<file path="config.mk">
export PLATFORM = sky130hd
export DESIGN_NAME = ltp_turn_pipe
export DESIGN_NICKNAME = d
export VERILOG_FILES = /design/src/ltp_pkg.sv /design/src/ltp_turn_pipe.sv
export SDC_FILE = /design/constraint.sdc
export NUM_CORES = 2
export LEC_CHECK = 0
export BUFFER_PORTS_ARGS = -buffer_cell sky130_fd_sc_hd__buf_2
export CORE_ASPECT_RATIO = 1.1
export CORE_MARGIN = 5
export CORE_UTILIZATION = 25
export DETAILED_ROUTE_END_ITERATION = 12
export PLACE_DENSITY = 0.43
export RECOVER_POWER = 50
export SKIP_LAST_GASP = 1
export SLEW_MARGIN = 15
export SYNTH_ARGS = -nofsm -noshare
export SYNTH_HDL_FRONTEND = slang
export SYNTH_SLANG_ARGS = --single-unit
</file>
<file path="constraint.sdc">
create_clock -name clk -period 13.3 [get_ports clk]
set_input_delay 3.325 -clock clk [delete_from_list [all_inputs] [get_ports clk]]
set_output_delay 3.325 -clock clk [all_outputs]
set_load 0.01 [all_outputs]
</file>
<file path="src/ltp_pkg.sv">
`timescale 1ns / 1ps

package ltp_pkg;

  // Integral state is held multiplied by this scale.
  localparam int INTEGRAL_SCALE = 500;

  // Turn divisor: gains are in hundredths and the integral is scaled.
  localparam logic [63:0] TURN_DIV = 64'(100 * INTEGRAL_SCALE);
  // Magnitudes at or above this value saturate the turn output.
  localparam logic [48:0] TURN_SAT_LIM = 49'(64'd32768 * TURN_DIV);
  // Reciprocal multiply for magnitudes below TURN_SAT_LIM (under 2^31).
  localparam int TURN_SHIFT = 47;
  localparam logic [31:0] TURN_RECIP =
    32'(((64'd1 << TURN_SHIFT) + TURN_DIV - 64'd1) / TURN_DIV);

  localparam logic signed [15:0] TURN_MAX = 16'sh7FFF;
  localparam logic signed [15:0] TURN_MIN = 16'sh8000;

  // Tail drive: divide by 100 and clamp to plus or minus 100.
  localparam int TAIL_DIV = 100;
  localparam int TAIL_LIMIT = 100;
  localparam logic [27:0] TAIL_SAT_LIM = 28'((TAIL_LIMIT + 1) * TAIL_DIV);
  localparam int TAIL_SHIFT = 21;
  localparam logic [14:0] TAIL_RECIP =
    15'(((32'd1 << TAIL_SHIFT) + TAIL_DIV - 1) / TAIL_DIV);
  localparam logic signed [7:0] TAIL_MAX = 8'(TAIL_LIMIT);
  localparam logic signed [7:0] TAIL_MIN = -8'(TAIL_LIMIT);

  // Accumulator limits for the saturating integral.
  localparam logic signed [33:0] ACC_MAX = 34'sd2147483647;
  localparam logic signed [33:0] ACC_MIN = -34'sd2147483648;

  // Trace mode codes; any other code behaves as hold.
  localparam logic [1:0] MODE_MANUAL = 2'd0;
  localparam logic [1:0] MODE_TRACE  = 2'd1;
  localparam logic [1:0] MODE_HOLD   = 2'd2;

  typedef enum logic [2:0] {
    CFG_TRACE_MODE  = 3'd0,
    CFG_EDGE_LEVEL  = 3'd1,
    CFG_P_GAIN      = 3'd2,
    CFG_I_GAIN      = 3'd3,
    CFG_D_GAIN      = 3'd4,
    CFG_MANUAL_TURN = 3'd5,
    CFG_TAIL_TARGET = 3'd6,
    CFG_TAIL_GAIN   = 3'd7
  } cfg_idx_t;

  typedef struct packed {
    logic [9:0]          light_sample;
    logic signed [15:0]  tail_count;
  } in_item_t;

  typedef struct packed {
    logic signed [15:0]  turn_value;
    logic signed [7:0]   tail_drive;
  } out_item_t;

  typedef struct packed {
    logic [1:0]          trace_mode;
    logic [9:0]          edge_level;
    logic signed [15:0]  p_gain;
    logic signed [15:0]  i_gain;
    logic signed [15:0]  d_gain;
    logic signed [7:0]   manual_turn;
    logic signed [15:0]  tail_target;
    logic [9:0]          tail_gain;
  } cfg_t;

  // Updated controller state handed to the pipeline.
  typedef struct packed {
    logic                manual;
    logic signed [10:0]  e_now;
    logic signed [11:0]  diff;
    logic signed [31:0]  integ;
  } err_upd_t;

  // Load enables of the pipeline stages after stage two.
  typedef struct packed {
    logic s3;
    logic s4;
    logic s5;
    logic s6;
  } stage_en_t;

  typedef struct packed {
    logic        manual;
    logic        sat;
    logic        neg;
    logic [14:0] q;
  } turn_res_t;

  typedef struct packed {
    logic       sat;
    logic       neg;
    logic [6:0] q;
  } tail_res_t;

endpackage

</file>
<file path="src/ltp_turn_pipe.sv">
`timescale 1ns / 1ps

module ltp_turn_pipe (
  input  logic                  clk,
  input  ltp_pkg::stage_en_t    en,
  input  logic                  manual,
  input  logic signed [10:0]    e_now,
  input  logic signed [11:0]    diff,
  input  logic signed [31:0]    integ,
  input  logic signed [15:0]    p_gain,
  input  logic signed [15:0]    i_gain,
  input  logic signed [15:0]    d_gain,
  output ltp_pkg::turn_res_t    turn_res
);

  logic signed [26:0] s3_pe_r;
  logic signed [27:0] s3_dd_r;
  logic signed [47:0] s3_ii_r;
  logic               s3_manual_r;

  logic signed [48:0] s4_num_r;
  logic               s4_manual_r;

  logic [30:0]        s5_mag_r;
  logic               s5_sat_r;
  logic               s5_neg_r;
  logic               s5_manual_r;

  ltp_pkg::turn_res_t s6_r;

  logic signed [28:0] pd_sum;
  logic [48:0]        num_abs;
  logic [62:0]        recip_prod;

  assign pd_sum = 29'(s3_pe_r) + 29'(s3_dd_r);
  assign num_abs = s4_num_r[48] ? 49'(-s4_num_r) : 49'(s4_num_r);
  assign recip_prod = 63'(s5_mag_r) * 63'(ltp_pkg::TURN_RECIP);

  // Stage three: the three gain products.
  always_ff @(posedge clk) begin
    if (en.s3) begin
      s3_pe_r     <= 27'(p_gain) * 27'(e_now);
      s3_dd_r     <= 28'(d_gain) * 28'(diff);
      s3_ii_r     <= 48'(i_gain) * 48'(integ);
      s3_manual_r <= manual;
    end
  end

  // Stage four: scaled numerator.
  always_ff @(posedge clk) begin
    if (en.s4) begin
      s4_num_r    <= 49'(pd_sum) * 49'(ltp_pkg::INTEGRAL_SCALE) + 49'(s3_ii_r);
      s4_manual_r <= s3_manual_r;
    end
  end

  // Stage five: sign, magnitude and saturation check.
  always_ff @(posedge clk) begin
    if (en.s5) begin
      s5_mag_r    <= num_abs[30:0];
      s5_sat_r    <= (num_abs >= ltp_pkg::TURN_SAT_LIM);
      s5_neg_r    <= s4_num_r[48];
      s5_manual_r <= s4_manual_r;
    end
  end

  // Stage six: quotient by reciprocal multiply.
  always_ff @(posedge clk) begin
    if (en.s6) begin
      s6_r.q      <= recip_prod[ltp_pkg::TURN_SHIFT + 14 : ltp_pkg::TURN_SHIFT];
      s6_r.sat    <= s5_sat_r;
      s6_r.neg    <= s5_neg_r;
      s6_r.manual <= s5_manual_r;
    end
  end

  assign turn_res = s6_r;

endmodule

</file>
Word level (Yosys, flattened, before mapping)
Index checks and enable logic that the tools add are counted.
{ "totals": {"reg_bits": 206, "latchBits": 0, "mem_bits_rw": 0, "mem_bits_ro": 0, "wordCells": 24, "n_memories": 0} }
{ "op_classes": {"n_addsub": 3, "n_mul": 5, "n_div": 0, "order_cmp": 1, "eq_ne": 0, "n_shift": 0, "muxes": 1, "bitwise": 0, "n_reduce_logical": 0} }
{ "op_table": {"columns": ["operator", "count"], "rows": [
  ["multiplier 31 x 29 -> 59 bit (second input constant)", 1],
  ["adder 39 x 48 -> 49 bit", 1],
  [">= comparator 49 x 31 -> 1 bit (second input constant)", 1],
  ["2-to-1 mux 49 bit", 1],
  ["negation 49 bit", 1],
  ["multiplier 16 x 32 -> 48 bit", 1],
  ["multiplier 29 x 8 -> 37 bit (second input constant)", 1],
  ["adder 27 x 28 -> 29 bit", 1],
  ["multiplier 16 x 12 -> 28 bit", 1],
  ["multiplier 16 x 11 -> 27 bit", 1]
]} }

Depth between registers and ports, before layout
{ "logic_depth": {"word_depth": 3, "depth_mapped": 47} }

Worst setup path after synthesis
OpenSTA, ideal clock, no wires.
{ "synth_path": {"path_kind": "input port to flip-flop", "from": "input i_gain[1]", "to": "register s3_ii_r[30], data pin", "arrival_ns": 9.242, "setup_slack_ns": 3.799, "stages": 22, "n_path_buf": 1, "cell_sequence": "clkbuf_1 > nand2_1 > fa_1 > inv_1 > fa_1 > fa_1 > fa_1 > inv_1 > fa_1 > inv_1 > fa_1 > ha_1 > a21o_1 > a21o_1 > a21o_1 > a2111oi_0 > nor2_1 > a31o_2 > a21o_1 > a221o_1 > a21oi_1 > xnor2_1"} }
{ "synth_via": {"elab_chain_len": 1} }
{ "synth_rtl": {"columns": ["element", "line_no", "source"], "rows": [
  ["start, declared", "ltp_turn_pipe.sv:11", "input logic signed [15:0] i_gain,"],
  ["multiplier 16 x 32 -> 48 bit", "ltp_turn_pipe.sv:44", "s3_ii_r <= 48'(i_gain) * 48'(integ);"],
  ["end signal, assigned", "ltp_turn_pipe.sv:44", null],
  ["end, declared", "ltp_turn_pipe.sv:18", "logic signed [47:0] s3_ii_r;"]
]} }
Every way passes these cells.
A chain may end at the register's enable or synchronous reset.

Worst setup path after layout
{ "layout_path": {"from": "register s3_dd_r[0]", "to": "register s4_num_r[45], data pin"} }
{ "layout_via": {"elab_chain_len": 3} }
{ "layout_rtl": {"columns": ["element", "line_no", "source"], "rows": [
  ["start, declared", "ltp_turn_pipe.sv:17", "logic signed [27:0] s3_dd_r;"],
  ["start signal, assigned", "ltp_turn_pipe.sv:43", "s3_dd_r <= 28'(d_gain) * 28'(diff);"],
  ["adder 27 x 28 -> 29 bit", "ltp_turn_pipe.sv:35", "assign pd_sum = 29'(s3_pe_r) + 29'(s3_dd_r);"],
  ["multiplier 29 x 8 -> 37 bit", "ltp_turn_pipe.sv:52", "s4_num_r <= 49'(pd_sum) * 49'(ltp_pkg::INTEGRAL_SCALE) + 49'(s3_ii_r);"],
  ["adder 39 x 48 -> 49 bit", "ltp_turn_pipe.sv:52", null],
  ["end signal, assigned", "ltp_turn_pipe.sv:52", null],
  ["end, declared", "ltp_turn_pipe.sv:21", "logic signed [48:0] s4_num_r;"]
]} }
Every way passes these cells.

==> results.txt <==
The time the final worst path needs with I/O delays and setup is 10.60 ns. The number of warnings printed during yosys synthesis is 0. The initial antenna violation count came out at 13.

After synthesis the cells add up to slightly above 60000 sq um. The largest net degree at the start of global routing is 57. The async set-or-reset flop fraction in the synthesized netlist is 0%. The count of H-tree levels built during CTS came out at 1. Dividing the detail-routed via count by the number of cells gives 4.30. The number of setup violations in the final report is 0. The final antenna-violating net count is 0. The maximum fanout encountered on the critical timing path came out at 10. The cell area after layout came out at about 67000 sq um. The count of port buffers added during placement came out at ~130. The worst min-delay path class is flop to flop.

The number of nets handed over by synthesis was ~8500. The average wire length per cell after detail routing came out at approximately 17 um. The tree built by TritonCTS fans out to around 210 sinks.

The tree is rooted in a sky130_fd_sc_hd__clkbuf_16. The die is 483 um wide. The count of flip-flops with a built-in enable after synthesis came out at 206. The total core area is 246000 sq um. The hold-fix buffer count after cts came out at 0. Counting distinct cell types in the post-synthesis netlist gives between 80 and 90.

The chip height came out at about 530 um. The worst endpoint data arrival time is 10.93 ns. The checks that failed: max-capacitance violations, max-slew violations. The die covers roughly 260000 sq um.

In the final layout, the share of cells above drive strength 1 is under 10%. The sum of negative setup slack is 0 ns. The worst-case clock skew is 0.0155 ns. The master of the slowest instance on the critical path is sky130_fd_sc_hd__xnor2_1. The number of gates resized after CTS was 0. The critical path data required time came out at between 10 and 15 ns. In this run, CTS created clock tree buffers numbering 27. The wire length of the first global-routing pass is between 200 and 300 mm. The flow ran to the end, but the final reports show violations. Headroom to the max-slew limit came out at -127%. The total routing usage reported by global routing came out at about an eighth.

The worst-case clock buffer depth came out at 3. The flip-flop and latch count after synthesis is 206. The clock transition time at the flip-flop clock pins of the worst setup and hold paths came out at 0.06 ns. The actual transition at the worst max-transition pin is ~3.4 ns. The number of global-route vias before repair came out at roughly 47000.

The initial cell density of the core is between 20% and 30%. The highest achievable clock rate is about 94 MHz. The worst setup path is captured at a flop. The congestion estimate from routability-driven global placement came to just over 0.8.

The placed wire-length estimate after detailed placement came out at 138 mm. In this run the post-CTS setup repair buffer count came out at 0. The aggregate global routing overflow is 0. Compared with the post-synthesis result, the final layout area differs by 8.50%.

Setup repair after global routing left no endpoint under its margin. On the worst path, the slowest cell contributes a delay of approximately 0.7 ns. The worst setup path is of the flop to flop kind. A synthesized cell averages 9.66 sq um.

The dominant synthesized flop cell is sky130_fd_sc_hd__edfxtp_1. The CTS tree is yes. The number of primary I/O pins came out at roughly 130. The overall routed net length is ~170 mm. The count of unresolved DRC violations after routing came out at 0.

The final worst slack is ~2.7 ns. The number of endpoints with negative hold slack in the final report came out at 0. Synthesis produced a netlist whose cell count is between 6000 and 7000.

After the last flow step, the layout net total stands at 8561. The worst setup timing slack at the placement stage is about 2.6 ns. STA classifies the critical path startpoint as a flop. The number of DRC violations after detailed-routing iteration 0 is 1593. The length of the first detailed-routing pass in iterations came out at 5. The number of placement rows is between 150 and 200. The proportion of synthesized chip area in sequential cells is 10.1%. The final period utilization came out at approximately 80%. The routed layout has 41700 vias. The post-place instance area is around 66000 sq um. The number of max-slew violations in the final report is between 200 and 300. The max-capacitance violation count is 6. The clock latency on the worst-skew pair is around 0.59 ns.
[cells in the mapped netlist (all sizes together) (20+ instances only)]
| cell | count | share of area (%) |
|---|---|---|
| ha | 780 | 16 |
| nand2 | 640 | 3.9 |
| nand2b | 96 | 0.99 |
| a31oi | 28 | 0.31 |
| nand4 | 27 | 0.28 |
| o21ai | 126 | 1.0 |
| nand3 | 57 | 0.47 |
| o31ai | 25 | 0.31 |
| xnor2 | 200 | 2.9 |
| o21bai | 34 | 0.41 |
| nor3 | 52 | 0.49 |
| and2 | 305 | 3.1 |
| edfxtp | 206 | 10 |
| inv | 1628 | 9.9 |
| a21o | 88 | 1.1 |
| o21a | 31 | 0.38 |
| clkbuf | 156 | 0.95 |
| xor2 | 69 | 0.98 |
| fa | 1272 | 41 |
| nor2 | 128 | 0.78 |
| nor2b | 38 | 0.39 |
| a21oi | 200 | 1.6 |
| a211oi | 20 | 0.24 |
[state kept, by name, indices dropped and copies added, names as in the netlist]
name,cells
s4_num_r,49
s5_sat_r,1
turn_res,18
s3_ii_r,48
s5_mag_r,31
s3_manual_r,1
s5_manual_r,1
s3_pe_r,27
s4_manual_r,1
s3_dd_r,28
s5_neg_r,1
[layer usage]
metal / GRT usage [%] / part of all wire, % / vias to the layer above
li1: - / - / 19600
met2: 24.2 / 51 / 608
met1: 16.9 / 44 / 21400
met5: 0 / 0.0079 / -
met3: 0.842 / 2.5 / 171
met4: 2.17 / 1.8 / 2
[cells in the final DEF (no fill, tap or decap), drive strengths merged, types with 20 or more instances in the layout]
master and instances:
and2 305, nand3 57, fa 1272, nor3 52, inv 1630, o21ai 126
ha 780, a31oi 28, xor2 69, nand2b 96, xnor2 200, o21a 31
nand4 27, a21oi 200, clkbuf 44, o21bai 34, o31ai 25, edfxtp 206
a21o 88, a211oi 20, buf 151, nor2 128, nand2 640, nor2b 38
[per-stage QoR]
| stage | hold slack [ns] | instances | util [%] |
|---|---|---|---|
| after detailed placement | 0.406 | 9652 | 26.8 |
| after floorplan | 0.400 | 6370 | - |
| after CTS | 0.415 | 9698 | 27.2 |
| after global placement | 0.404 | 9652 | 26.8 |
| final | 0.411 | 9701 | 27.2 |
| after global routing | 0.424 | 9701 | 27.2 |
[cells by family after synthesis]
group | share of synthesized area, %
adder cells (fa/ha/maj) | 57.3
buffers and inverters | 10.9
AND/OR/NAND/NOR | 11.2
AO/OA/AOI/OAI | 6.56
XOR/XNOR | 3.88
flip-flops | 10.1
multiplexers | 0.0508
[critical path, delay by kind of cell (launching register included)]
kind            cells  cell delay (ns)
simple gates        6             0.69
compound gates     21             4.08
flops               1             0.33
fa+ha+maj           8             3.41
buf+inv             5             0.38
xor+xnor            3             1.43
[final cells by class]
cell class                      count  area, sq um
Timing Repair Buffer              161          873
Tap cell                         3281         4110
Fill cell                       26500       179000
Sequential cell                   206         6190
Antenna cell                        3         7.51
Multi-Input combinational cell   4376        48600
Clock inverter                     12          154
Clock buffer                       34          702
Inverter                         1628         6110
[final timing paths]
kind	start	to	slack [ns]	cells past startpoint
worst max-delay path	s3_dd_r[0]$_DFFE_PP_	s4_num_r[45]$_DFFE_PP_	2.70	43
worst min-delay path	s4_manual_r$_DFFE_PP_	s5_manual_r$_DFFE_PP_	0.41	0
worst max register to register	s3_dd_r[0]$_DFFE_PP_	s4_num_r[45]$_DFFE_PP_	2.70	43
worst min register to register	s4_manual_r$_DFFE_PP_	s5_manual_r$_DFFE_PP_	0.41	0
Power is left out: the tool's default activity adds up to more than one toggle a clock period on the data nets, which glitch-free logic cannot reach.
