File: config.mk
export PLATFORM = sky130hd
export DESIGN_NAME = ltp_tail_pipe
export DESIGN_NICKNAME = d
export VERILOG_FILES = /design/src/ltp_pkg.sv /design/src/ltp_tail_pipe.sv
export SDC_FILE = /design/constraint.sdc
export NUM_CORES = 1
export LEC_CHECK = 0
export BUFFER_PORTS_ARGS = -buffer_cell sky130_fd_sc_hd__buf_2
export CORE_UTILIZATION = 51
export CTS_CLUSTER_DIAMETER = 40
export DETAILED_ROUTE_END_ITERATION = 10
export PLACE_DENSITY = 0.68
export RECOVER_POWER = 50
export SLEW_MARGIN = 20
export SYNTH_ARGS = -nofsm -noshare
export SYNTH_HDL_FRONTEND = slang
export SYNTH_SLANG_ARGS = --single-unit
File: constraint.sdc
create_clock -name clk -period 16.1 [get_ports clk]
set_clock_uncertainty 0.15 [all_clocks]
set_input_delay 2.415 -clock clk [delete_from_list [all_inputs] [get_ports clk]]
set_output_delay 2.415 -clock clk [all_outputs]
set_load 0.01 [all_outputs]
File: src/ltp_pkg.sv
`timescale 1ns / 1ps

package ltp_pkg;

  // Integral state is held multiplied by this scale.
  localparam int INTEGRAL_SCALE = 500;

  // Turn divisor: gains are in hundredths and the integral is scaled.
  localparam logic [63:0] TURN_DIV = 64'(100 * INTEGRAL_SCALE);
  // Magnitudes at or above this value saturate the turn output.
  localparam logic [48:0] TURN_SAT_LIM = 49'(64'd32768 * TURN_DIV);
  // Reciprocal multiply for magnitudes below TURN_SAT_LIM (under 2^31).
  localparam int TURN_SHIFT = 47;
  localparam logic [31:0] TURN_RECIP =
    32'(((64'd1 << TURN_SHIFT) + TURN_DIV - 64'd1) / TURN_DIV);

  localparam logic signed [15:0] TURN_MAX = 16'sh7FFF;
  localparam logic signed [15:0] TURN_MIN = 16'sh8000;

  // Tail drive: divide by 100 and clamp to plus or minus 100.
  localparam int TAIL_DIV = 100;
  localparam int TAIL_LIMIT = 100;
  localparam logic [27:0] TAIL_SAT_LIM = 28'((TAIL_LIMIT + 1) * TAIL_DIV);
  localparam int TAIL_SHIFT = 21;
  localparam logic [14:0] TAIL_RECIP =
    15'(((32'd1 << TAIL_SHIFT) + TAIL_DIV - 1) / TAIL_DIV);
  localparam logic signed [7:0] TAIL_MAX = 8'(TAIL_LIMIT);
  localparam logic signed [7:0] TAIL_MIN = -8'(TAIL_LIMIT);

  // Accumulator limits for the saturating integral.
  localparam logic signed [33:0] ACC_MAX = 34'sd2147483647;
  localparam logic signed [33:0] ACC_MIN = -34'sd2147483648;

  // Trace mode codes; any other code behaves as hold.
  localparam logic [1:0] MODE_MANUAL = 2'd0;
  localparam logic [1:0] MODE_TRACE  = 2'd1;
  localparam logic [1:0] MODE_HOLD   = 2'd2;

  typedef enum logic [2:0] {
    CFG_TRACE_MODE  = 3'd0,
    CFG_EDGE_LEVEL  = 3'd1,
    CFG_P_GAIN      = 3'd2,
    CFG_I_GAIN      = 3'd3,
    CFG_D_GAIN      = 3'd4,
    CFG_MANUAL_TURN = 3'd5,
    CFG_TAIL_TARGET = 3'd6,
    CFG_TAIL_GAIN   = 3'd7
  } cfg_idx_t;

  typedef struct packed {
    logic [9:0]          light_sample;
    logic signed [15:0]  tail_count;
  } in_item_t;

  typedef struct packed {
    logic signed [15:0]  turn_value;
    logic signed [7:0]   tail_drive;
  } out_item_t;

  typedef struct packed {
    logic [1:0]          trace_mode;
    logic [9:0]          edge_level;
    logic signed [15:0]  p_gain;
    logic signed [15:0]  i_gain;
    logic signed [15:0]  d_gain;
    logic signed [7:0]   manual_turn;
    logic signed [15:0]  tail_target;
    logic [9:0]          tail_gain;
  } cfg_t;

  // Updated controller state handed to the pipeline.
  typedef struct packed {
    logic                manual;
    logic signed [10:0]  e_now;
    logic signed [11:0]  diff;
    logic signed [31:0]  integ;
  } err_upd_t;

  // Load enables of the pipeline stages after stage two.
  typedef struct packed {
    logic s3;
    logic s4;
    logic s5;
    logic s6;
  } stage_en_t;

  typedef struct packed {
    logic        manual;
    logic        sat;
    logic        neg;
    logic [14:0] q;
  } turn_res_t;

  typedef struct packed {
    logic       sat;
    logic       neg;
    logic [6:0] q;
  } tail_res_t;

endpackage

File: src/ltp_tail_pipe.sv
`timescale 1ns / 1ps

module ltp_tail_pipe (
  input  logic                  clk,
  input  ltp_pkg::stage_en_t    en,
  input  logic signed [16:0]    tail_err,
  input  logic [9:0]            tail_gain,
  output ltp_pkg::tail_res_t    tail_res
);

  logic signed [27:0] s3_prod_r;
  logic [13:0]        s4_mag_r;
  logic               s4_sat_r;
  logic               s4_neg_r;
  ltp_pkg::tail_res_t s5_r;
  ltp_pkg::tail_res_t s6_r;

  logic [27:0]        prod_abs;
  logic [28:0]        recip_prod;

  assign prod_abs = s3_prod_r[27] ? 28'(-s3_prod_r) : 28'(s3_prod_r);
  assign recip_prod = 29'(s4_mag_r) * 29'(ltp_pkg::TAIL_RECIP);

  // Stage three: gain times position error.
  always_ff @(posedge clk) begin
    if (en.s3) begin
      s3_prod_r <= 28'(signed'({1'b0, tail_gain})) * 28'(tail_err);
    end
  end

  // Stage four: magnitude and clamp check on the full-width product.
  always_ff @(posedge clk) begin
    if (en.s4) begin
      s4_mag_r <= prod_abs[13:0];
      s4_sat_r <= (prod_abs >= ltp_pkg::TAIL_SAT_LIM);
      s4_neg_r <= s3_prod_r[27];
    end
  end

  // Stage five: divide by 100 through a reciprocal multiply.
  always_ff @(posedge clk) begin
    if (en.s5) begin
      s5_r.q   <= recip_prod[ltp_pkg::TAIL_SHIFT + 6 : ltp_pkg::TAIL_SHIFT];
      s5_r.sat <= s4_sat_r;
      s5_r.neg <= s4_neg_r;
    end
  end

  // Stage six: keep in step with the turn path.
  always_ff @(posedge clk) begin
    if (en.s6) begin
      s6_r <= s5_r;
    end
  end

  assign tail_res = s6_r;

endmodule

**After elaboration in Yosys (flattened, before gate mapping)**

Cells that the tools add are included.
W data, S select, Z words.

- Bits in latches: 0
- ROM bits: 0
- Logic and storage cells: 15
- Bits in registers: 62
- Bits in writable memories: 0
- Memories kept: 0
- Input bits: 32

- Eq/ne operators: 0
- Bitwise gates (word level): 0
- $mul: 2
- Shift-type cells: 0
- Divide/modulo/power cells: 0
- Reductions and logical operators: 0
- $add $sub $neg: 1
- Order comparisons: 1
- Muxes and demuxes: 1

Operators by type and width:

| cell | count |
|---|---|
| $ge A28 B14 Y1 const B | 1 |
| $mul A11 B17 Y28 | 1 |
| $mux W28 | 1 |
| $neg A28 Y28 | 1 |
| $mul A14 B13 Y26 const B | 1 |

**Logic depth before layout (Yosys ltp)**

Gate-level depths: netlist of run 1.

- Depth after elaboration: 3
- Mapped depth: 22
- Depth with buffers taken out: 20

**Worst setup path after synthesis of run 1**

Ideal clock, no wire load.

- Path type: input -> register
- From: input tail_gain[4]
- To: register s3_prod_r[26], data pin
- Data required time: 15.692 ns
- Stages: 19
- Path slack: 8.343 ns
- Data arrival time: 7.349 ns
- Library setup time: 0.258 ns
- Path through: clkbuf_1 clkbuf_1 nand2_1 fa_1 fa_1 fa_1 inv_1 fa_1 inv_1 fa_1 inv_1 ha_1 or3_1 o221ai_1 o221ai_1 a221o_1 a211o_1 a21oi_1 xnor2_1

- Cells in the longest elaborated chain, start to end: 1

Ends and longest elaborated chain:

| what | line | text |
|---|---|---|
| start, declared | ltp_tail_pipe.sv:7 | `input logic [9:0] tail_gain,` |
| $mul A11 B17 Y28 | ltp_tail_pipe.sv:27 | `s3_prod_r <= 28'(signed'({1'b0, tail_gain})) * 28'(tail_err);` |
| end signal, assigned | ltp_tail_pipe.sv:27 |  |
| end, declared | ltp_tail_pipe.sv:11 | `logic signed [27:0] s3_prod_r;` |

No other way between the ends.
A chain may end at the register's enable or synchronous reset.

**Final worst setup path of run 1**

- From: input tail_gain[2]
- To: register s3_prod_r[26], data pin

The elaborated chain is that of the path after synthesis.

==> out/results.ini, run 1 <==
[layout]
layout.nets = 1694
fillers = 2139
layout-drive-gt1-share = 0.0472
final_cell_mix = 342 x inv_1, 215 x fa_1, 159 x ha_1, 108 x nand2_1, 80 x and2_1
area_delta_synth_final_pct = 6.00
diodes = 0
stdcell_count = 1612
final_common_cell = inv_1

[sta]
worst_pin_slew_ns = 1.40
setup_viol = 0
slew_headroom = 0.0654
tns_ns = 0
drv_slew = 0
max_freq_ghz = 0.130
period_share = 0.476
whs_ns = 0.258
final_hold_viol_count = 0
finalWorstSetupSlack_ns = 8.43
min_period_ns = 7.67
rsz0062_at_grt = false

[die]
rows = 56
core_area_um2 = 23600
initial_core_util = 0.522
fp.dieH_um = 157
ios = 41
die_w_um = 157
die_area_um2 = 24800

[placement]
hpwl_um = 19700
place_ws_ns = 8.07
place_inst = 1596
io_buffers = 40
gp_congestion = 0.869

[clock_tree]
root_buffer = clkbuf_16
post_cts_buffers = 0
holdBufCountCts = 0
clock_path_buffers = 2
clock_latency_ns = 0.33
path_clk_slew_ns = 0.06
cts_resized = 0
cts_max_level = 3
cts_made_buffers = 9
clock-sinks = 62
cts_tree = built

[synthesis]
synth_area_um2 = 12300
synth.avg_cell_area_um2 = 9.67
yosys_register_bits = 62
yosysWarningCount = 0
yosysUniqueCellTypes = 54
synth_ff_type = edfxtp_1
synth_edf_count = 62
synthArstFlopShare = 0
synth_nets = 1680
syn_inst = 1274
ys_seq_area_frac = 0.151

[min_path]
hold_path_class = flop to flop

[setup_path]
crit_top_cell = fa_1
rrSetupSlack_ns = 10.02
cp_cell_sequence = buf_2 > nand2_1 > fa_1 > fa_1 > fa_1 > inv_1 > fa_1 > inv_1 > fa_1 > inv_1 > ha_1 > or3_1 > o221ai_1 > o221ai_1 > a221o_1 > a211o_1 > a21oi_1 > xnor2_1
cp-end-kind = flop
crit_arrival_ns = 7.60
crit_path_start_kind = primary input
max_stage_delay_ns = 0.58
cp_max_fo = 17
crit_slowest_cell = fa_1
required_ns = 16.03
criticalPathCategory = primary input to flop

[global_route]
grt_max_degree = 29
grt_pass1_vias = 8628
grt_usage = 0.203
grt_pass1_wl_um = 40100
gr-total-overflow = 0
antenna_found_initial = 0

[route]
dr.pass1.iters = 4
routed_via_density = 5.04
drtIter0Drc = 232
drcViolationCount = 0
wire_per_inst_um = 14.0
wl_um = 22600
drtAntennaViolNets = 0
vias = 8128

[run]
maxCapViolCount = 0

[outcome]
status = finished clean

-- critical path, delay by kind of cell --
| kind | cells | cell delay (ns) |
|---|---|---|
| AND/OR/NAND/NOR | 2 | 0.56 |
| XOR/XNOR | 1 | 0.08 |
| buffers and inverters | 4 | 0.41 |
| AO/OA/AOI/OAI | 5 | 1.38 |
| adder cells (fa/ha/maj) | 6 | 2.76 |
-- flip-flops by register name (all words and copies together) (netlist names) --
| register | cells |
|---|---|
| s3_prod_r | 28 |
| s4_mag_r | 14 |
| s5_r | 9 |
| tail_res | 9 |
| s4_neg_r | 1 |
| s4_sat_r | 1 |
-- worst paths after layout --
kind	start	end	depth (start not counted)
max reg2reg	s4_mag_r[9]$_DFFE_PP_	s5_r[6]$_DFFE_PP_	18
min	s5_r[4]$_DFFE_PP_	tail_res[4]$_DFFE_PP_	0
min reg2reg	s5_r[4]$_DFFE_PP_	tail_res[4]$_DFFE_PP_	0
max	tail_gain[2]	s3_prod_r[26]$_DFFE_PP_	18
-- per-stage QoR --
stage | area [um2] | utilization
after global routing | 13100 | 0.553
after floorplan | 12300 | -
final | 13100 | 0.553
after detailed placement | 12800 | 0.541
after global placement | 12800 | 0.541
after CTS | 13100 | 0.554
-- area by class of cell --
type / instances / area [um2] / area share
clock buffer: 10 / 229 / 0.0175
timing repair buffer: 40 / 194 / 0.0148
tap: 319 / 399 / 0.0306
sequential: 62 / 1860 / 0.143
inverter: 342 / 1280 / 0.0983
multi-input combinational: 833 / 9030 / 0.691
clock inverter: 6 / 62.6 / 0.00479
-- routing by layer --
metal | routed length [um] | vias up | GRT usage
met4 | 256 | 0 | 0.0430
met2 | 11200 | 116 | 0.363
met3 | 562 | 21 | 0.0201
met1 | 10600 | 4009 | 0.267
li1 | - | 3982 | -
met5 | 0 | - | 0
-- cell usage after synthesis, drive strengths merged (3+ instances only) --
master,count,share of area
nand4,8,0.0041
nor3,14,0.0057
nand2,108,0.033
xnor2,42,0.030
o21bai,5,0.0030
nor2,30,0.0091
nor4,6,0.0055
or3,8,0.0045
and3,9,0.0046
a21o,10,0.0061
or4,3,0.0021
o21a,8,0.0049
o22ai,6,0.0030
ha,159,0.16
o221ai,3,0.0021
edfxtp,62,0.15
o21ai,28,0.011
xor2,8,0.0057
a31oi,3,0.0015
fa,215,0.35
a211oi,6,0.0037
nand2b,3,0.0015
o31ai,6,0.0037
a21oi,26,0.011
and2,80,0.041
inv,342,0.10
nor2b,3,0.0015
a211o,4,0.0028
nand3,7,0.0028
clkbuf,35,0.011
-- logic make-up after synthesis --
kind of cell / count (synthesis) / synth area share
xor gates and xnor gates: 50 / 0.0355
adders and majority gates: 374 / 0.511
AOI/OAI and AO/OA: 123 / 0.0668
and+or+nand+nor: 283 / 0.117
buffers and inverters: 379 / 0.116
DFF: 62 / 0.151
muxes: 3 / 0.00264
Power of run 1 is left out: the tool's default activity adds up to more than one toggle a clock period on the data nets, which glitch-free logic cannot reach.
==> run 2, diff against run 1 <==
Settings changed: PLACE_DENSITY 0.68 to 0.7.
Clock period 16.1 ns to 6.35 ns, I/O delays scaled along.
==> run 2 against run 1 <==
Compared with the run above: die area stayed put; utilization is 0.70 points higher; clock-buffer cell count is 1 lower; cell area is 1.3% higher; sequential share of layout area is 0.18 points lower; worst setup slack worse by 8.0 ns; highest routed layer unchanged; first-iteration DRC count is 2.2% higher.
==> out/results.ini, run 2 (same netlist as run 1, synthesis figures left out) <==
[outcome]
status = finished clean

[die]
ios = 41
rows = 56
die_area_um2 = 24800
core_area_um2 = 23600
fp.dieH_um = 157
initial_core_util = 0.522
die_w_um = 157

[clock_tree]
root_buffer = clkbuf_16
post_cts_buffers = 0
clock_path_buffers = 2
holdBufCountCts = 0
cts_made_buffers = 9
cts_tree = built
clock-sinks = 62
cts_resized = 0
path_clk_slew_ns = 0.05
cts_max_level = 3
clock_latency_ns = 0.33

[sta]
rsz0062_at_grt = false
max_freq_ghz = 0.169
period_share = 0.933
final_hold_viol_count = 0
min_period_ns = 5.92
drv_slew = 0
slew_headroom = 0.0585
setup_viol = 0
tns_ns = 0
worst_pin_slew_ns = 1.41

[setup_path]
r2r-start = s4_mag_r[9]$_DFFE_PP_
cp-end-kind = flop
crit_arrival_ns = 5.85
crit_top_cell = fa_1
path_delay_family = adder cells
cp_max_fo = 10
max_stage_delay_ns = 0.57
crit_slowest_cell = fa_1
crit_path_start_kind = primary input
required_ns = 6.28
startpoint = tail_gain[2]
cp_num_buf_inv = 4
criticalPathCategory = primary input to flop
cp_cell_sequence = buf_2 > nand2_1 > fa_1 > fa_1 > fa_1 > inv_1 > fa_1 > inv_1 > fa_1 > inv_1 > ha_1 > or3_1 > o221ai_1 > o221ai_1 > a221o_1 > a211o_1 > a21oi_1 > xnor2_1

[global_route]
grt_pass1_vias = 8680
grt_pass1_wl_um = 40100
gr-total-overflow = 0
grt_max_degree = 29
grt_usage = 0.204
antenna_found_initial = 0

[run]
maxCapViolCount = 0

[placement]
gp_congestion = 0.892
io_buffers = 40
hpwl_um = 19900

[route]
vias = 8201
dr.pass1.iters = 5
wire_per_inst_um = 13.9
wl_um = 22700
drtAntennaViolNets = 0
drtIter0Drc = 237
routed_via_density = 5.03
drcViolationCount = 0

[layout]
regMostFlops = s3_prod_r
final_cell_mix = 342 x inv_1, 215 x fa_1, 159 x ha_1, 108 x nand2_1, 80 x and2_1
final_common_cell = inv_1
layout-drive-gt1-share = 0.0617
fillers = 2091
largest_reg_flops = 28
diodes = 0
top_regs = s3_prod_r: 28 flops, s4_mag_r: 14 flops
layout.nets = 1713
area_delta_synth_final_pct = 7.35

[min_path]
hold_path_class = flop to flop
min_from = s5_r[3]$_DFFE_PP_

## run 2: cell type report
type	count	area, um2	area share
Inverter	342	1280	0.0970
Clock inverter	7	73.8	0.00558
Timing Repair Buffer	59	349	0.0264
Clock buffer	9	225	0.0170
Multi-Input combinational cell	833	9030	0.683
Tap cell	319	399	0.0302
Sequential cell	62	1860	0.141
## run 2: metrics by stage
| step | instance area (um2) | worst slack [ns] | hold WS [ns] | utilization | instances |
|---|---|---|---|---|---|
| 4_1_cts | 13200 | 0.394 | 0.267 | 0.560 | 1631 |
| 5_1_grt | 13200 | 0.104 | 0.275 | 0.560 | 1631 |
| 2_1_floorplan | 12300 | 0.0558 | 0.250 | - | 1274 |
| 3_3_place_gp | 12900 | 0.109 | 0.252 | 0.548 | 1615 |
| 3_5_place_dp | 12900 | 0.0439 | 0.255 | 0.548 | 1615 |
| 6_report | 13200 | 0.428 | 0.266 | 0.560 | 1631 |
## run 2: per-layer routing
metal | vias up | wire (um) | track usage
met5 | - | 0 | 0
met4 | 0 | 231 | 0.0361
met3 | 21 | 473 | 0.0206
met2 | 112 | 11500 | 0.372
met1 | 4055 | 10500 | 0.263
li1 | 4013 | - | -
## run 2: worst paths after layout
check                       endpoint  slack [ns]  depth (start not counted)
max          s3_prod_r[26]$_DFFE_PP_        0.43                         18
min            tail_res[3]$_DFFE_PP_        0.27                          0
max reg2reg        s5_r[6]$_DFFE_PP_        0.56                         19
min reg2reg    tail_res[3]$_DFFE_PP_        0.27                          0
## run 2: worst register-to-register path, cell delays in order, from the launching register on
cell,delay [ns]
edfxtp_1,0.55
ha_1,0.38
inv_1,0.06
fa_1,0.52
inv_1,0.06
fa_1,0.49
inv_1,0.05
fa_1,0.47
inv_1,0.05
fa_1,0.48
ha_1,0.32
a21o_1,0.16
a21oi_1,0.15
o22ai_1,0.09
nor4_1,0.50
o31ai_1,0.29
o41ai_1,0.30
buf_4,0.19
nor2_1,0.05
a211o_1,0.22
Power of run 2 is left out for the same reason.
