<file path="config.mk">
export PLATFORM = sky130hd
export DESIGN_NAME = ltp_err_state
export DESIGN_NICKNAME = d
export VERILOG_FILES = /design/src/ltp_pkg.sv /design/src/ltp_err_state.sv
export SDC_FILE = /design/constraint.sdc
export NUM_CORES = 1
export LEC_CHECK = 0
export BUFFER_PORTS_ARGS = -buffer_cell sky130_fd_sc_hd__buf_2
export CORE_MARGIN = 1.5
export CORE_UTILIZATION = 40
export DETAILED_ROUTE_END_ITERATION = 8
export PLACE_DENSITY = 0.58
export SLEW_MARGIN = 10
export SYNTH_ARGS = -nofsm -noshare
export SYNTH_HDL_FRONTEND = slang
export SYNTH_SLANG_ARGS = --single-unit
</file>
<file path="constraint.sdc">
create_clock -name clk -period 5.4 [get_ports clk]
set_clock_uncertainty 0.15 [all_clocks]
set_input_delay 0.27 -clock clk [delete_from_list [all_inputs] [get_ports clk]]
set_output_delay 0.27 -clock clk [all_outputs]
set_load 0.005 [all_outputs]
</file>
<file path="src/ltp_pkg.sv">
`timescale 1ns / 1ps

package ltp_pkg;

  // Integral state is held multiplied by this scale.
  localparam int INTEGRAL_SCALE = 500;

  // Turn divisor: gains are in hundredths and the integral is scaled.
  localparam logic [63:0] TURN_DIV = 64'(100 * INTEGRAL_SCALE);
  // Magnitudes at or above this value saturate the turn output.
  localparam logic [48:0] TURN_SAT_LIM = 49'(64'd32768 * TURN_DIV);
  // Reciprocal multiply for magnitudes below TURN_SAT_LIM (under 2^31).
  localparam int TURN_SHIFT = 47;
  localparam logic [31:0] TURN_RECIP =
    32'(((64'd1 << TURN_SHIFT) + TURN_DIV - 64'd1) / TURN_DIV);

  localparam logic signed [15:0] TURN_MAX = 16'sh7FFF;
  localparam logic signed [15:0] TURN_MIN = 16'sh8000;

  // Tail drive: divide by 100 and clamp to plus or minus 100.
  localparam int TAIL_DIV = 100;
  localparam int TAIL_LIMIT = 100;
  localparam logic [27:0] TAIL_SAT_LIM = 28'((TAIL_LIMIT + 1) * TAIL_DIV);
  localparam int TAIL_SHIFT = 21;
  localparam logic [14:0] TAIL_RECIP =
    15'(((32'd1 << TAIL_SHIFT) + TAIL_DIV - 1) / TAIL_DIV);
  localparam logic signed [7:0] TAIL_MAX = 8'(TAIL_LIMIT);
  localparam logic signed [7:0] TAIL_MIN = -8'(TAIL_LIMIT);

  // Accumulator limits for the saturating integral.
  localparam logic signed [33:0] ACC_MAX = 34'sd2147483647;
  localparam logic signed [33:0] ACC_MIN = -34'sd2147483648;

  // Trace mode codes; any other code behaves as hold.
  localparam logic [1:0] MODE_MANUAL = 2'd0;
  localparam logic [1:0] MODE_TRACE  = 2'd1;
  localparam logic [1:0] MODE_HOLD   = 2'd2;

  typedef enum logic [2:0] {
    CFG_TRACE_MODE  = 3'd0,
    CFG_EDGE_LEVEL  = 3'd1,
    CFG_P_GAIN      = 3'd2,
    CFG_I_GAIN      = 3'd3,
    CFG_D_GAIN      = 3'd4,
    CFG_MANUAL_TURN = 3'd5,
    CFG_TAIL_TARGET = 3'd6,
    CFG_TAIL_GAIN   = 3'd7
  } cfg_idx_t;

  typedef struct packed {
    logic [9:0]          light_sample;
    logic signed [15:0]  tail_count;
  } in_item_t;

  typedef struct packed {
    logic signed [15:0]  turn_value;
    logic signed [7:0]   tail_drive;
  } out_item_t;

  typedef struct packed {
    logic [1:0]          trace_mode;
    logic [9:0]          edge_level;
    logic signed [15:0]  p_gain;
    logic signed [15:0]  i_gain;
    logic signed [15:0]  d_gain;
    logic signed [7:0]   manual_turn;
    logic signed [15:0]  tail_target;
    logic [9:0]          tail_gain;
  } cfg_t;

  // Updated controller state handed to the pipeline.
  typedef struct packed {
    logic                manual;
    logic signed [10:0]  e_now;
    logic signed [11:0]  diff;
    logic signed [31:0]  integ;
  } err_upd_t;

  // Load enables of the pipeline stages after stage two.
  typedef struct packed {
    logic s3;
    logic s4;
    logic s5;
    logic s6;
  } stage_en_t;

  typedef struct packed {
    logic        manual;
    logic        sat;
    logic        neg;
    logic [14:0] q;
  } turn_res_t;

  typedef struct packed {
    logic       sat;
    logic       neg;
    logic [6:0] q;
  } tail_res_t;

endpackage

</file>
<file path="src/ltp_err_state.sv">
`timescale 1ns / 1ps

module ltp_err_state (
  input  logic                clk,
  input  logic                rst_n,
  input  logic                upd,
  input  logic [9:0]          light_sample,
  input  logic [1:0]          trace_mode,
  input  logic [9:0]          edge_level,
  output ltp_pkg::err_upd_t   err_upd
);

  logic signed [10:0] error_now_r;
  logic signed [10:0] error_last_r;
  logic signed [31:0] integ_r;

  logic signed [10:0] error_now_nxt;
  logic signed [10:0] error_last_nxt;
  logic signed [31:0] integ_nxt;
  logic signed [33:0] acc;
  logic               is_manual;

  assign is_manual = (trace_mode == ltp_pkg::MODE_MANUAL);

  // Error update: trace takes a new sample, hold keeps the current error.
  always_comb begin
    error_last_nxt = error_now_r;
    if (trace_mode == ltp_pkg::MODE_TRACE) begin
      error_now_nxt = signed'(11'({1'b0, light_sample}) - 11'({1'b0, edge_level}));
    end else begin
      error_now_nxt = error_now_r;
    end
    acc = 34'(integ_r) + 34'(error_now_nxt) + 34'(error_last_nxt);
    priority if (acc > ltp_pkg::ACC_MAX) begin
      integ_nxt = 32'(ltp_pkg::ACC_MAX);
    end else if (acc < ltp_pkg::ACC_MIN) begin
      integ_nxt = 32'(ltp_pkg::ACC_MIN);
    end else begin
      integ_nxt = 32'(acc);
    end
  end

  // State registers advance once per transaction outside manual mode.
  always_ff @(posedge clk) begin
    if (!rst_n) begin
      error_now_r  <= '0;
      error_last_r <= '0;
      integ_r      <= '0;
    end else if (upd && !is_manual) begin
      error_now_r  <= error_now_nxt;
      error_last_r <= error_last_nxt;
      integ_r      <= integ_nxt;
    end
  end

  assign err_upd.manual = is_manual;
  assign err_upd.e_now  = error_now_nxt;
  assign err_upd.diff   = 12'(error_now_nxt) - 12'(error_last_nxt);
  assign err_upd.integ  = integ_nxt;

`ifndef SYNTHESIS
  // Manual mode leaves the controller state untouched.
  a_manual_holds: assert property (@(posedge clk) disable iff (!rst_n)
    upd && is_manual |=> $stable(integ_r) && $stable(error_now_r)
      && $stable(error_last_r))
    else $error("controller state changed in manual mode");

  // Hold mode copies the error into the previous error and keeps it.
  a_hold_copies: assert property (@(posedge clk) disable iff (!rst_n)
    upd && !is_manual && trace_mode != ltp_pkg::MODE_TRACE
      |=> $stable(error_now_r) && error_last_r == error_now_r)
    else $error("hold mode did not freeze the error");
`endif

endmodule

</file>
# Word-level counts from Yosys, hierarchy flattened
# Index checks and enable logic that the tools add are counted.
[totals] output_inout_bits=56 wordCells=15 input_bits=25 ff_bits=43
[op_classes] eq_ne=1 add_sub_neg=4 n_reduce_logical=3 n_lt_le_gt_ge=2 muxes=3
[ops] operator="32-bit two-way mux" n=2
[ops] operator="33-bit by 11-bit adder with 34-bit output" n=1
[ops] operator="34-bit by 32-bit greater-than comparator with 1-bit output (second input constant)" n=1
[ops] operator="34-bit by 32-bit less-than comparator with 1-bit output (second input constant)" n=1
[ops] operator="32-bit by 11-bit adder with 33-bit output" n=1
[ops] operator="11-bit by 11-bit subtractor with 12-bit output" n=1
[ops] operator="11-bit two-way mux" n=1
[ops] operator="10-bit by 10-bit subtractor with 11-bit output" n=1
[ops] operator="2-bit by 1-bit equality test with 1-bit output (second input constant)" n=1
[ops] operator="2-bit zero test" n=1
[ops] operator="1-bit logical AND" n=1
[ops] operator="1-bit zero test" n=1

# Longest topological paths before layout
# Gate-level depths: netlist of run 1.
[depth] ltp_word=7 depth_mapped=27 depth_no_buf=24

# Worst setup path after synthesis of run 1
# OpenSTA, ideal clock, no wires.
[synth_timing] kind="in2out" from="input port light_sample[0]" to="output port err_upd[17] (netlist bit)" path_stages=23 n_path_buf=1 arrival_ps=5496 required_time_ps=4980 path_slack_ps=-516 cell_sequence="inv_1 -> ha_1 -> inv_1 -> fa_1 -> a21o_1 -> a21oi_1 -> o21bai_1 -> a21oi_1 -> o21bai_1 -> a21oi_1 -> o21ai_0 -> o31a_1 -> fa_1 -> inv_1 -> ha_1 -> and4_1 -> a221oi_1 -> a211oi_2 -> or3_4 -> mux2_4 -> o21ai_4 -> clkbuf_1 -> o21ai_0"
[synth_rtl] element="start, declared" line_no="ltp_err_state.sv:7" text="input logic [9:0] light_sample,"
[synth_rtl] element="end, declared" line_no="ltp_err_state.sv:10" text="output ltp_pkg::err_upd_t err_upd"

==> results of run 1 <==
==> cells by family (layout without fill, tap and decap cells) <==
group,after synthesis,count (layout),share of synthesized area [%]
flops,43,43,15.19
simple gates,188,188,15.92
fa+ha+maj,88,88,24.07
compound gates,203,206,25.44
mux,8,8,1.502
buf+inv,165,390,11.99
xor+xnor,38,38,5.875
==> registers in the layout (all words and copies together), names as in the netlist <==
name            count
error_last_nxt     11
integ_r            32
==> cell type report <==
cell class	count	area [sq um]
Fill cell	1204	5494
Multi-Input combinational cell	528	4761
Clock buffer	5	125.1
Sequential cell	43	860.8
Timing Repair Buffer	245	1824
Inverter	137	516.7
Clock inverter	3	20.02
Tap cell	180	225.2
==> Yosys cell counts (5+ instances only) <==
master    count  area, sq um
xnor2_1      17        148.9
a211oi_1      8        60.06
clkbuf_1     14        52.55
mux2i_1       7        70.07
nor3_1       13        65.06
o211ai_2     10        125.1
nor2_1       32        120.1
xor2_1       21        183.9
dfxtp_1      43        860.8
o21a_1        6        45.04
o21bai_1      6        45.04
inv_1       137        514.2
a21oi_1      37        185.2
o21ai_0      54        270.3
nand2_1      76        285.3
a21o_1       13        97.59
buf_2         6        30.03
o21ai_1      10        50.05
and3_1       10        62.56
nand3_1      12        60.06
and2_1        5        31.28
ha_1         53        663.1
o221ai_1      6        52.55
fa_1         35        700.7
nor2b_1       7        43.79
a21boi_0      7        52.55
nand2b_1     11        68.82
o221ai_2      7        105.1
==> path summary, 6_finish.rpt <==
path                             startpoint                        endpoint  slack [ns]  depth (start not counted)
max                         light_sample[0]                     err_upd[24]       -0.35                         28
min                                   rst_n  error_last_nxt[5]$_SDFFE_PN0P_        0.26                          2
max reg2reg  error_last_nxt[2]$_SDFFE_PN0P_         integ_r[9]$_SDFFE_PN0P_        0.88                         17
min reg2reg        integ_r[21]$_SDFFE_PN0P_        integ_r[21]$_SDFFE_PN0P_        0.32                          2
==> power by group <==
group	switching, mW	total [mW]	internal (mW)
clock	0.146	0.317	0.171
sequential	0.0264	0.402	0.375
combinational	1.04	2.04	1.00
total	1.21	2.76	1.55
==> routing by layer <==
metal,GRT usage [%],vias to the layer above,routed length (um)
met3,3.511,30,782
met1,30.95,3026,7860
met4,9.118,0,473
li1,-,2953,-
met2,46.24,140,10020
met5,0,-,0
==> what timing repair did <==
| item | in CTS | in global routing |
|---|---|---|
| pin swaps | 33 | 18 |
| endpoints found under the setup margin | 62 | 62 |
| gates resized for setup | 89 | 59 |
| cloned | 4 | 0 |
| setup buffers | 14 | 9 |
==> cell usage in the layout, fill, tap and decap left out, drive strengths merged, types with 5 or more instances in the layout <==
cell type  Yosys  final
clkbuf        14      5
nor3          13     13
xnor2         17     17
nand3         12     12
a211oi         9      9
buf           14    245
dfxtp         43     43
a21o          13     13
ha            53     53
nor2          32     32
o211ai        13     13
o221ai        13     13
a31oi          5      5
inv          137    137
o21ai         65     65
fa            35     35
o21a           6      6
nand2b        11     11
xor2          21     21
o21bai         6      6
and3          10     10
nand2         76     76
mux2i          7      7
nor2b          7      7
a21oi         39     39
a21boi         7      7
and2           6      6
o31a           4      7
==> flow_metrics.env, run 1 <==
export IMPL_core_area_sq_um=13830
export IMPL_start_util_pct=40.97
export IMPL_fmax_mhz=173.9
export IMPL_cpPeakStageDelay_ns=0.56
export IMPL_num_nets_final=1073
export IMPL_post_dp_cell_area_sq_um=7292
export IMPL_setup_viol=50
export IMPL_yosysSeqAreaShare_pct=15.19
export IMPL_total_power_mw=2.760
export IMPL_maxCapViolCount=0
export IMPL_synth_warnings=0
export IMPL_power_leakage_nw=4.208
export IMPL_wl_per_cell_um=16.78
export IMPL_drt_vias_per_instance=5.389
export IMPL_cts_sinks=43
export IMPL_die_h_um=122.0
export IMPL_clkLatencyLatePin_ns=0.31
export IMPL_drtAntennaViolNets=0
export IMPL_hold_violations=0
export IMPL_dp_cells=1106
export IMPL_worstPathBufferInverterCount=7
export IMPL_io_pin_count=81
export IMPL_routed_wl_um=19140
export IMPL_synth_edf_count=0
export IMPL_max_slew_worst_pin_slew_ns=1.177
export IMPL_grt_pass1_wl_um=29700
export IMPL_place_port_buffers=80
export IMPL_pre_cts_ws_ns=-0.7006
export IMPL_clk_pin_slew_ns=0.07
export IMPL_gp_congestion=0.9241
export IMPL_worstSetupStartpointType="input pin"
export IMPL_finalCritPeriodShare_pct=106.5
export IMPL_layout_min_cycle_time_ns=5.750
export IMPL_num_antenna_cells=0
export IMPL_cts_tree="yes"
export IMPL_fin_ws_ns=-0.3496
export IMPL_violations="setup timing"
export IMPL_avgSynthCellArea_sq_um=7.729
export IMPL_crit_family="compound AO/OA/AOI/OAI gates"
export IMPL_cts_buffers=5
export IMPL_crit_slowest_cell="fa_1"
export IMPL_cts_hold_buf=0
export IMPL_crit_fanout=7
export IMPL_pwr_density_cell_nw_per_um2=331.2
export IMPL_cts_root_buf="clkbuf_16"
export IMPL_cp_required_ns=4.98
export IMPL_syn_inst=733
export IMPL_grt_overflow=0
export IMPL_synth_nets=846
export IMPL_grt_use_total_pct=25.64
export IMPL_grt_pass1_vias=6014
export IMPL_hp_class="in2reg"
export IMPL_drv_slew=0
export IMPL_holdWs_ns=0.2555
export IMPL_syn_to_final_growth_pct=47.08
export IMPL_finish_utilization_pct=60.27
export IMPL_rows=43
export IMPL_worst_setup_path_end_kind="output port"
export IMPL_antenna_found_initial=0
export IMPL_routed_via_count=6149
export IMPL_status="finished with violations"
export IMPL_worstPathArrival_ns=5.33
export IMPL_grt_max_degree=23
export IMPL_layout_drive_gt1_share_pct=38.50
export IMPL_die_x_um=122.0
export IMPL_crit_type="in2out"
export IMPL_synth_flop_cell="dfxtp_1"
export IMPL_async_reset_ff_share_pct=0
export IMPL_synthesis_area_sq_um=5665
export IMPL_post_route_cell_area_sq_um=8333
export IMPL_rsz0062_at_grt="true"
export IMPL_drc=0
export IMPL_ir_drop_uv=172.7
export IMPL_dp_hpwl_um=13810
export IMPL_ys_ff_latch=43
export IMPL_fin_cells=1141
export IMPL_slew_headroom_pct=21.02
export IMPL_die_area_sq_um=14890
export IMPL_first_iter_violations=214
export IMPL_synth_cell_type_count=64
export IMPL_h_tree_depth=2
export IMPL_clock_path_buffers=2
export IMPL_drtPass1Iterations=5
export IMPL_fin_tns_setup_ns=-9.352
Note: power is estimated with default switching activity, not from simulation.
==> run 2: changes to the inputs <==
--- a/config.mk
+++ b/config.mk
@@ -5,6 +5,7 @@
 export SDC_FILE = /design/constraint.sdc
 export NUM_CORES = 1
 export LEC_CHECK = 0
+export ABC_AREA = 1
 export BUFFER_PORTS_ARGS = -buffer_cell sky130_fd_sc_hd__buf_2
 export CORE_MARGIN = 1.5
 export CORE_UTILIZATION = 40
==> flow_metrics.env, run 2 <==
export IMPL_status="finished, final reports clean"
export IMPL_largest_reg_flops=32
export IMPL_synth_top_area_share_pct=18.75
export IMPL_synth_top_cell_by_area="nand2_1"
export IMPL_layout_drive_gt1_share_pct=11.11
export IMPL_async_reset_ff_share_pct=0
export IMPL_avgSynthCellArea_sq_um=6.031
export IMPL_grt_pass1_wl_um=26790
export IMPL_die_h_um=126.8
export IMPL_drt_vias_per_instance=4.729
export IMPL_wl_per_cell_um=12.31
export IMPL_die_area_sq_um=16070
export IMPL_antenna_found_initial=0
export IMPL_cts_root_buf="clkbuf_16"
export IMPL_grt_use_total_pct=20.45
export IMPL_routed_wl_um=15830
export IMPL_netlist_top_cells_area="nand2_1 (19%), inv_1 (15%), dfxtp_1 (14%)"
export IMPL_syn_to_final_growth_pct=13.54
export IMPL_r2r_cells=22
export IMPL_h_tree_depth=2
export IMPL_drv_slew=0
export IMPL_layout_common_cells="nand2_1 (306), inv_1 (250), a21oi_1 (80), buf_2 (80), nand3_1 (59)"
export IMPL_worst_setup_path_end_kind="output port"
export IMPL_synth_nets=1129
export IMPL_worstPathArrival_ns=4.56
export IMPL_top_register="integ_r"
export IMPL_grt_pass1_vias=5599
export IMPL_clk_pin_slew_ns=0.07
export IMPL_clkLatencyLatePin_ns=0.31
export IMPL_maxCapViolCount=0
export IMPL_hold_violations=0
export IMPL_die_x_um=126.8
export IMPL_cts_buffers=5
export IMPL_yosysMostFrequentCell="nand2_1"
export IMPL_fmax_mhz=200.7
export IMPL_setup_viol=0
export IMPL_layout_min_cycle_time_ns=4.982
export IMPL_clock_path_buffers=2
export IMPL_cpPeakStageDelay_ns=0.49
export IMPL_slew_headroom_pct=54.20
export IMPL_finalCritPeriodShare_pct=92.26
export IMPL_start_util_pct=40.61
export IMPL_drc=0
export IMPL_core_area_sq_um=15090
export IMPL_ys_ff_latch=43
export IMPL_gp_congestion=0.9592
export IMPL_hp_class="in2reg"
export IMPL_synthTopCellsByCount="nand2_1 (306), inv_1 (250), a21oi_1 (81)"
export IMPL_min_from="rst_n"
export IMPL_ir_drop_uv=166.0
export IMPL_synthesis_area_sq_um=6127
export IMPL_crit_slowest_cell="fa_1"
export IMPL_crit_type="in2out"
export IMPL_drtAntennaViolNets=0
export IMPL_cts_tree="yes"
export IMPL_num_antenna_cells=0
export IMPL_pwr_density_cell_nw_per_um2=394.2
export IMPL_grt_overflow=0
export IMPL_worstSetupStartpointType="input pin"
export IMPL_num_nets_final=1210
export IMPL_routed_via_count=6081
export IMPL_yosysSeqAreaShare_pct=14.05
export IMPL_place_port_buffers=80
export IMPL_fin_cells=1286
export IMPL_cts_sinks=43
export IMPL_holdWs_ns=0.1773
export IMPL_synth_edf_count=0
export IMPL_whs_path_depth=3
export IMPL_dp_hpwl_um=12550
export IMPL_synth_cell_type_count=38
export IMPL_cp_required_ns=4.98
export IMPL_rr_endpoint="integ_r[8]$_SDFFE_PN0P_"
export IMPL_io_pin_count=81
export IMPL_grt_max_degree=41
export IMPL_syn_inst=1016
export IMPL_final_common_cell="nand2_1"
export IMPL_fill_cells=1720
export IMPL_crit_fanout=31
export IMPL_crit_top_cell="nand2_1"
export IMPL_drtPass1Iterations=7
export IMPL_max_slew_worst_pin_slew_ns=0.6862
export IMPL_first_iter_violations=238
export IMPL_rows=45
export IMPL_synth_warnings=0
export IMPL_rrSetupSlack_ns=1.38
export IMPL_power_leakage_nw=4.327
export IMPL_dp_cells=1275
export IMPL_hold_end="error_last_nxt[5]$_SDFFE_PN0P_"
export IMPL_r2r_start="error_last_nxt[0]$_SDFFE_PN0P_"
export IMPL_synth_flop_cell="dfxtp_1"
run 2: changes by cell type after synthesis, moves of 11 or more:
cell | before | now
nand3_1 | 12 | 59
a21oi_1 | 37 | 81
inv_1 | 137 | 250
nor2_1 | 32 | 46
nand2_1 | 76 | 306
o21ai_0 | 54 | 33
xnor2_1 | 17 | 6
nand2b_1 | 11 | 0
run 2: layout make-up:
class / instances / area, sq um / area share, %
Timing Repair Buffer: 96 / 558.0 / 8.022
Inverter: 255 / 957.2 / 13.76
Clock buffer: 6 / 128.9 / 1.853
Tap cell: 188 / 235.2 / 3.381
Clock inverter: 2 / 12.51 / 0.1799
Multi-Input combinational cell: 696 / 4204 / 60.43
Sequential cell: 43 / 860.8 / 12.37
run 2: per-stage QoR:
stage	worst slack, ns	util (%)	setup TNS (ns)	cell area [sq um]	power (mW)
floorplan	0.6879	-	0	6131	1.803
global placement	0.3099	44.89	0	6774	2.390
detailed placement	0.2513	44.89	0	6774	2.399
CTS	0.2592	45.83	0	6915	2.733
global route	-0.01279	46.10	-0.01795	6957	3.084
finish	0.4182	46.10	0	6957	2.742
run 2: how the worst max path moves through the flow:
stage,slack (ns),from,cells past startpoint,end
final,0.42,light_sample[0],30,err_upd[4]
after global routing,-0.01,light_sample[0],30,err_upd[9]
after CTS,0.26,light_sample[0],29,err_upd[11]
after detailed placement,0.25,light_sample[0],29,err_upd[11]
after global placement,0.31,light_sample[0],30,err_upd[11]
after floorplan,0.69,light_sample[0],28,err_upd[0]
run 2: worst max-delay path: cells and delay by family:
| kind | cells | cell delay (ns) |
|---|---|---|
| buf+inv | 8 | 0.79 |
| fa+ha+maj | 4 | 1.42 |
| simple gates | 14 | 1.44 |
| compound gates | 4 | 0.62 |
run 2: logic make-up (layout without fill, tap and decap cells):
kind of cell / count (synthesis) / in the layout / synth area share (%)
flip-flops: 43 / 43 / 14.05
XOR/XNOR: 32 / 32 / 4.574
buffers and inverters: 278 / 359 / 17.89
AO/OA/AOI/OAI: 132 / 133 / 11.66
adder cells (fa/ha/maj): 88 / 88 / 22.26
AND/OR/NAND/NOR: 443 / 443 / 29.57
run 2: power breakdown:
group / switching (mW) / internal, mW / total [mW]
clock: 0.144 / 0.171 / 0.316
combinational: 1.26 / 0.782 / 2.04
sequential: 0.0175 / 0.371 / 0.388
total: 1.42 / 1.32 / 2.74
run 2: timing repair:
item | in CTS | in global routing
endpoints found under the setup margin | 0 | 31
gates resized for setup | 0 | 4
setup buffers | 0 | 2
hold buffers | 0 | 0
run 2: per-layer routing:
layer  track usage, %  routed length (um)
met5                0                   0
met3            2.446                 643
met1            28.46                7870
met4            3.610                 158
met2            34.55                7152
